`config.mk`:
```
export PLATFORM = sky130hd
export DESIGN_NAME = stbs_ctrl
export DESIGN_NICKNAME = d
export VERILOG_FILES = /design/src/rtl/core/stbs_pkg.sv /design/src/rtl/core/stbs_ctrl.sv
export SDC_FILE = /design/constraint.sdc
export NUM_CORES = 1
export LEC_CHECK = 0
export BUFFER_PORTS_ARGS = -buffer_cell sky130_fd_sc_hd__clkbuf_2
export CORE_AREA = 2 2 39 41
export DETAILED_ROUTE_END_ITERATION = 10
export DIE_AREA = 0 0 41 43
export GPL_ROUTABILITY_DRIVEN = 1
export GPL_TIMING_DRIVEN = 1
export PLACE_DENSITY_LB_ADDON = 0.1
export SYNTH_ARGS = -nofsm -noshare
export SYNTH_HDL_FRONTEND = slang
export SYNTH_SLANG_ARGS = --single-unit
```
`constraint.sdc`:
```
create_clock -name clk -period 1.5 [get_ports clk]
set_clock_uncertainty 0.1 [all_clocks]
set_input_delay 0.3 -clock clk [delete_from_list [all_inputs] [get_ports clk]]
set_output_delay 0.3 -clock clk [all_outputs]
set_load 0.02 [all_outputs]
```
`src/rtl/core/stbs_pkg.sv`:
```
// shared types and constants for the sorted key table with binary search
package stbs_pkg;

  // table geometry
  localparam int TABLE_DEPTH = 256;
  localparam int KEY_BITS    = 32;
  localparam int ADDR_W      = $clog2(TABLE_DEPTH);
  localparam int CNT_W       = ADDR_W + 1;
  localparam int PTR_W       = ADDR_W + 2;

  // result field widths
  localparam int CMD_W    = 2;
  localparam int STATUS_W = 3;
  localparam int PROBE_W  = 4;
  localparam int PROBE_MAX = ADDR_W + 1;

  // command codes
  localparam logic [CMD_W-1:0] CMD_CLEAR  = 2'd0;
  localparam logic [CMD_W-1:0] CMD_APPEND = 2'd1;
  localparam logic [CMD_W-1:0] CMD_SEARCH = 2'd2;

  // status codes
  localparam logic [STATUS_W-1:0] ST_OK        = 3'd0;
  localparam logic [STATUS_W-1:0] ST_NOT_FOUND = 3'd1;
  localparam logic [STATUS_W-1:0] ST_EMPTY     = 3'd2;
  localparam logic [STATUS_W-1:0] ST_UNSORTED  = 3'd3;
  localparam logic [STATUS_W-1:0] ST_FULL      = 3'd4;

  // commands from controller to datapath
  typedef struct packed {
    logic take_simple;   // item handled without probing: clear, append, error or unused code
    logic start_search;  // load search range and issue first probe read
    logic probe;         // compare probe data and step the range
    logic load_search;   // move the search result into the output register
  } ctrl_t;

  // status from datapath to controller
  typedef struct packed {
    logic table_empty;
    logic table_unsorted;
    logic probe_done;    // the current probe ends the search
  } stat_t;

endpackage

```
`src/rtl/core/stbs_ctrl.sv`:
```
// controller state machine: sequences items, probes and the output register
module stbs_ctrl (
  input  logic                         clk,
  input  logic                         rst_n,
  input  logic                         in_tvalid,
  output logic                         in_tready,
  input  logic [stbs_pkg::CMD_W-1:0]   in_command,
  output logic                         out_tvalid,
  input  logic                         out_tready,
  input  stbs_pkg::stat_t              stat,
  output stbs_pkg::ctrl_t              ctl
);

  import stbs_pkg::*;

  typedef enum logic [2:0] {
    S_IDLE  = 3'b001,
    S_PROBE = 3'b010,
    S_HOLD  = 3'b100
  } state_t;

  state_t state_r, state_nxt;
  logic   out_valid_r, out_valid_nxt;
  logic   out_free;
  logic   in_xfer;
  logic   search_go;

  assign out_free   = !out_valid_r || out_tready;
  assign in_tready  = (state_r == S_IDLE) && out_free;
  assign in_xfer    = in_tvalid && in_tready;
  assign search_go  = (in_command == CMD_SEARCH) && !stat.table_empty &&
                      !stat.table_unsorted;
  assign out_tvalid = out_valid_r;

  // next state and datapath commands
  always_comb begin
    state_nxt = state_r;
    ctl       = '0;
    unique case (state_r)
      S_IDLE: begin
        if (in_xfer) begin
          if (search_go) begin
            ctl.start_search = 1'b1;
            state_nxt        = S_PROBE;
          end else begin
            ctl.take_simple = 1'b1;
          end
        end
      end
      S_PROBE: begin
        ctl.probe = 1'b1;
        if (stat.probe_done) begin
          if (out_free) begin
            ctl.load_search = 1'b1;
            state_nxt       = S_IDLE;
          end else begin
            state_nxt = S_HOLD;
          end
        end
      end
      S_HOLD: begin
        if (out_free) begin
          ctl.load_search = 1'b1;
          state_nxt       = S_IDLE;
        end
      end
      default: begin
        state_nxt = S_IDLE;
      end
    endcase
  end

  // output valid flag
  always_comb begin
    out_valid_nxt = out_valid_r;
    if (out_valid_r && out_tready) begin
      out_valid_nxt = 1'b0;
    end
    if (ctl.take_simple || ctl.load_search) begin
      out_valid_nxt = 1'b1;
    end
  end

  always_ff @(posedge clk) begin
    if (!rst_n) begin
      state_r     <= S_IDLE;
      out_valid_r <= 1'b0;
    end else begin
      state_r     <= state_nxt;
      out_valid_r <= out_valid_nxt;
    end
  end

  // a held search result only waits behind an occupied output register
  a_hold_busy: assert property (@(posedge clk) disable iff (!rst_n)
    state_r == S_HOLD |-> out_valid_r)
    else $error("hold state with empty output register");

  // a search result load always leaves a transfer pending
  a_load_valid: assert property (@(posedge clk) disable iff (!rst_n)
    ctl.load_search |=> out_valid_r)
    else $error("search result load lost");

  // probing continues until the datapath reports the end
  a_probe_stay: assert property (@(posedge clk) disable iff (!rst_n)
    (state_r == S_PROBE) && !stat.probe_done |=> state_r == S_PROBE)
    else $error("search left before its last probe");

endmodule

```
* Yosys cells after proc, flatten, opt, wreduce, memory -nomap -nowiden
Index checks and enable logic that the tools add are counted.
Word-level totals: register bits after elaboration 4, bits in latches 0, RAM bits 0, bits in read-only memories 0, input port bits 9, output and inout port bits 6, memories kept 0
Operators by class: add/subtract/negate cells 0, multiply operators 0, divide/modulo/power cells 0, magnitude comparators 0, eq/ne operators 8, shift-type cells 0, multiplexer cells 16, bitwise gates (word level) 0, reduce and logical (&&, ||, !) cells 12
Operators by type and width (number):
- $mux W3 | 5
- $pmux W3 S3 | 1
- $ne A2 B2 Y1 const B | 4
- $mux W1 | 7
- $logic_and A1 B1 Y1 | 5
- $mux W2 | 2
- $reduce_and A4 Y1 | 1
- $eq A3 B1 Y1 const B | 1
- $eq A3 B2 Y1 const B | 1
- $eq A3 B3 Y1 const B | 1
- $logic_not A1 Y1 | 3
- $eq A2 B2 Y1 const B | 1
- $logic_or A1 B1 Y1 | 2
- $pmux W1 S2 | 1
- $reduce_bool A2 Y1 | 1

* Depth between registers and ports, before layout
depth in word-level cells 8, gate-level depth with buffers 3, gate-level depth less buffers 3

* Least setup slack after synthesis
OpenSTA, ideal clock, no wires.
path kind reg2reg, start register state_r[1], end register state_r[0], data arrival time 1.320 ns, required time 1.264 ns, slack -0.057 ns, stages on the path, launching flop included 4, path buffers 0, period minus slack after synthesis 1.557 ns, path through dfxtp_1 -> nor3b_1 -> a21boi_0 -> o311ai_1
On the way: cells in the longest elaborated chain, start to end 5, elaborated cells between the ends (all ways) 11, those cells by class eq/ne (7); mux (1); reduce/logical (3)
RTL lines:
- start, declared | RTL line stbs_ctrl.sv:22 | state_t state_r, state_nxt;
- start signal, assigned | RTL line stbs_ctrl.sv:89 | state_r <= state_nxt;
- $eq A3 B1 Y1 | RTL line stbs_ctrl.sv:29, stbs_ctrl.sv:39
- $logic_and A1 B1 Y1 | RTL line stbs_ctrl.sv:29 | assign in_tready = (state_r == S_IDLE) && out_free;
- $logic_and A1 B1 Y1 | RTL line stbs_ctrl.sv:30 | assign in_xfer = in_tvalid && in_tready;
- $ne A2 B2 Y1 (no source line)
- $reduce_and A4 Y1 (no source line)
Parallel ways exist; a longest one is shown, timed or not. A chain may end at the register's enable or synchronous reset.

==> summary.md <==
The flow ran to the end, but the final reports show violations. The checks that failed: setup timing. For the number of hold-repair buffers added at the cts stage, the log shows 0. The smallest clock period supported by the final layout is computed as 1.610 ns. In this run the static leakage power is 0.0002324 uW.

From left edge to right edge, the die measures 41 um. After routing the design area is 509.2 um^2. The number of global-route vias before repair is 351.

Endpoint type of the worst setup path: a primary output. For this run, design rule violations remaining after detail routing come to 0. The tree is rooted in a sky130_fd_sc_hd__clkbuf_4. After the first detailed-routing iteration, the DRC count stood at 0. The count of state elements after synthesis is 4. The slowest stage of the critical path belongs to the cell sky130_fd_sc_hd__dfxtp_2. The fraction of layout instances using a drive strength above 1 was 62.96%; the part of the cycle the worst path needs was 107.3%.

The clock reaches the later pin of the worst-skew pair after 0.24 ns. The fraction of power spent switching nets is 26.90%. Entering global routing, the biggest net connects 7 pins. Final hold analysis gives a worst-case slack of 0.1973 ns.

The first global-routing pass estimated 1.324 mm of wire. The maximum fanout along the worst path works out to 4. Across the run, the number of max-cap violations was 0. No sink is reached through more buffers than the 2 on the longest clock path.

The clock slew seen by the registers of the worst setup and hold paths was 0.04 ns; the H-tree level count was 1. Setup repair after global routing could not meet its margin everywhere. The number of antenna violations at the first check in global routing was 0; the clock buffer count from CTS was 3. In the final routed layout, each cell accounts on average for 10.96 um.

Using the TritonRoute via totals, the vias-per-cell ratio works out to 4.757. The critical path start-end classification was reg2out. The floorplan die height was 43 um; the global-route usage over all layers was 10.84%. In this run the power density over the cells is 648.7 nW/um^2. The clock network accounts for 41.9% of the total power. The run gives 4 as the count of final setup violators.

TritonCTS built the clock tree. The logs give 18.99% for the initial core utilization and 0.6616 for the weighted congestion at the end of routability-driven global placement. The core area is 1384 um^2, and the number of nets still failing antenna checks after routing is 0. Summing all placed instances gives a cell area of 390.4 um^2. For the number of sinks driven by the clock tree, the log shows 4.

Timing would allow up to 621.2 MHz. Summed over all nets, the half-perimeter wirelength after detailed placement is 572.4 um. For this run, the slowest stage of the critical path takes 0.33 ns. The final critical-path setup slack was -0.1097 ns; the total power was 330.3 uW. Leaving out fill and tap cells, the most frequent cells in the layout are 9 x sky130_fd_sc_hd__clkbuf_2, 8 x sky130_fd_sc_hd__buf_4, 4 x sky130_fd_sc_hd__clkbuf_8, 3 x sky130_fd_sc_hd__clkbuf_4, 3 x sky130_fd_sc_hd__dfxtp_2. After synthesis, the netlist uses 20 different library cells. The count of input and output buffers came out at 14. The worst-case headroom to the max-slew limit came out at 71.75%. Startpoint class of the critical path: a flip-flop.

The class of the most critical hold timing path was in2reg. At the placement stage, the worst setup path has a slack of -0.1163 ns. In the synthesized netlist, the number of instances is 29. The mean instance size in the synthesized netlist works out to 9.060 um^2. Of the total power, combinational logic draws 23.4%. For this run the aggregate overflow at the end of global routing stands at 0. The run gives 34.7% as the relative contribution of sequential cells to total power. For the routed wire length, the log shows 767 um. The post-synthesis sequential area ratio was 30.48%.

Total number of placement rows: 14. The logs give 1.21 ns for the arrival time reported for the critical path endpoint and 0 for the total count of hold-check failures in the final report. For the number of detailed-route iterations in the first pass, the log shows 1. The area growth from synthesis to layout is 93.81%. The die area came out at 1763 um^2. Data on the critical path is required at its endpoint by 1.10 ns. At the pin with the least slew margin, the transition time is 0.4179 ns. The mapped netlist covers 262.8 um^2.

VDD sags by at most 0.0002092 V. For the layout net count, the log shows 65. The signal on the critical path passes through nor3b_4 > nand3_2 > nor2_1 > buf_4. Summing over every cut layer, the via total after detailed routing is 333. Cell internal power was estimated by the tool at 241.5 uW. The most common library cell in the layout ignoring fill and taps is sky130_fd_sc_hd__clkbuf_2. The number of antenna diodes in the final layout is 0. The boundary pin count was 15; the final-report max-slew violation count was 0.

The warning count from the yosys run was 0. Summed over all nets, the switching power comes to 88.86 uW. Total nets after synthesis: 38.
-- registers in the layout (all words and copies together), names as in the netlist --
register and count:
out_tvalid 1, state_r 3
-- layer usage --
layer / up-vias / global-route usage [%] / part of all wire [%]
li1: 164 / - / -
met5: - / 0 / 0
met2: 10 / 17.50 / 53
met1: 157 / 12.86 / 40
met3: 2 / 1.571 / 4.4
met4: 0 / 6.000 / 2.9
-- synth_stat cells --
master	n	area share (%)
sky130_fd_sc_hd__dfxtp_1	4	30
sky130_fd_sc_hd__and2_1	2	4.8
sky130_fd_sc_hd__and3_1	2	4.8
sky130_fd_sc_hd__nand2b_1	2	4.8
sky130_fd_sc_hd__nor2_1	2	2.9
sky130_fd_sc_hd__nor2b_1	2	4.8
sky130_fd_sc_hd__nor4b_1	2	6.7
sky130_fd_sc_hd__a21boi_0	1	2.9
sky130_fd_sc_hd__a21oi_1	1	1.9
sky130_fd_sc_hd__a41o_1	1	3.8
sky130_fd_sc_hd__inv_1	1	1.4
sky130_fd_sc_hd__nand3_1	1	1.9
sky130_fd_sc_hd__nand3b_1	1	2.9
sky130_fd_sc_hd__nor3b_1	1	2.9
sky130_fd_sc_hd__nor3b_2	1	4.8
sky130_fd_sc_hd__o311a_1	1	3.8
sky130_fd_sc_hd__o311ai_1	1	3.3
sky130_fd_sc_hd__o31a_1	1	3.3
sky130_fd_sc_hd__o31ai_1	1	2.9
sky130_fd_sc_hd__or4b_4	1	5.2
-- repair_timing --
action | in CTS | in global routing
hold endpoints to repair | 0 | 0
setup buffers | 4 | 0
gates resized for setup | 15 | 3
endpoints found under the setup margin | 5 | 5
pin swaps | 4 | 1
-- path summary, 6_finish.rpt --
kind	from	cells after the start	endpoint	slack (ns)
worst min-delay path	rst_n	2	state_r[0]$_SDFFE_PN1P_	0.20
worst max register to register	state_r[2]$_SDFFE_PN0P_	5	state_r[0]$_SDFFE_PN1P_	0.17
worst max-delay path	state_r[2]$_SDFFE_PN0P_	4	ctl[3]	-0.11
worst min register to register	out_tvalid$_SDFFE_PN0P_	2	state_r[2]$_SDFFE_PN0P_	0.56
-- through the flow --
step | std cells | utilization, % | setup TNS, ns
5_1_grt | 70 | 36.80 | -0.6108
6_report | 70 | 36.80 | -0.3456
4_1_cts | 70 | 36.44 | -0.4198
3_5_place_dp | 63 | 28.21 | -0.3471
3_3_place_gp | 63 | 28.21 | -0.2831
2_1_floorplan | 29 | - | -0.01181
-- critical path, delay by kind of cell, from the launching register on --
family	cells	cell delay (ns)
AND/OR/NAND/NOR	3	0.49
buffers and inverters	1	0.15
flip-flops	1	0.33
-- power by group through the flow --
stage | sequential (uW) | combinational (uW) | clock, uW
after floorplan | 118 | 29.9 | 0
after CTS | 114 | 77.1 | 144
after detailed placement | 115 | 62.6 | 0
after global routing | 115 | 83.9 | 149
after global placement | 115 | 61.5 | 0
final | 114 | 77.3 | 139
-- layout make-up --
cell class              count  area [um^2]
multi-input cells          24        207.7
repair buffers             22        171.4
fillers                   158        874.6
flip-flops and latches      4        83.83
inverters                   1        3.754
clock buffers               3        22.52
well taps                  16        20.02
-- cell families after synthesis --
family	count (synthesis)	share of synthesized area, %
AO/OA/AOI/OAI	7	21.91
buffers and inverters	1	1.427
flip-flops	4	30.48
AND/OR/NAND/NOR	17	46.19
Power figures use the tool's default switching activity.
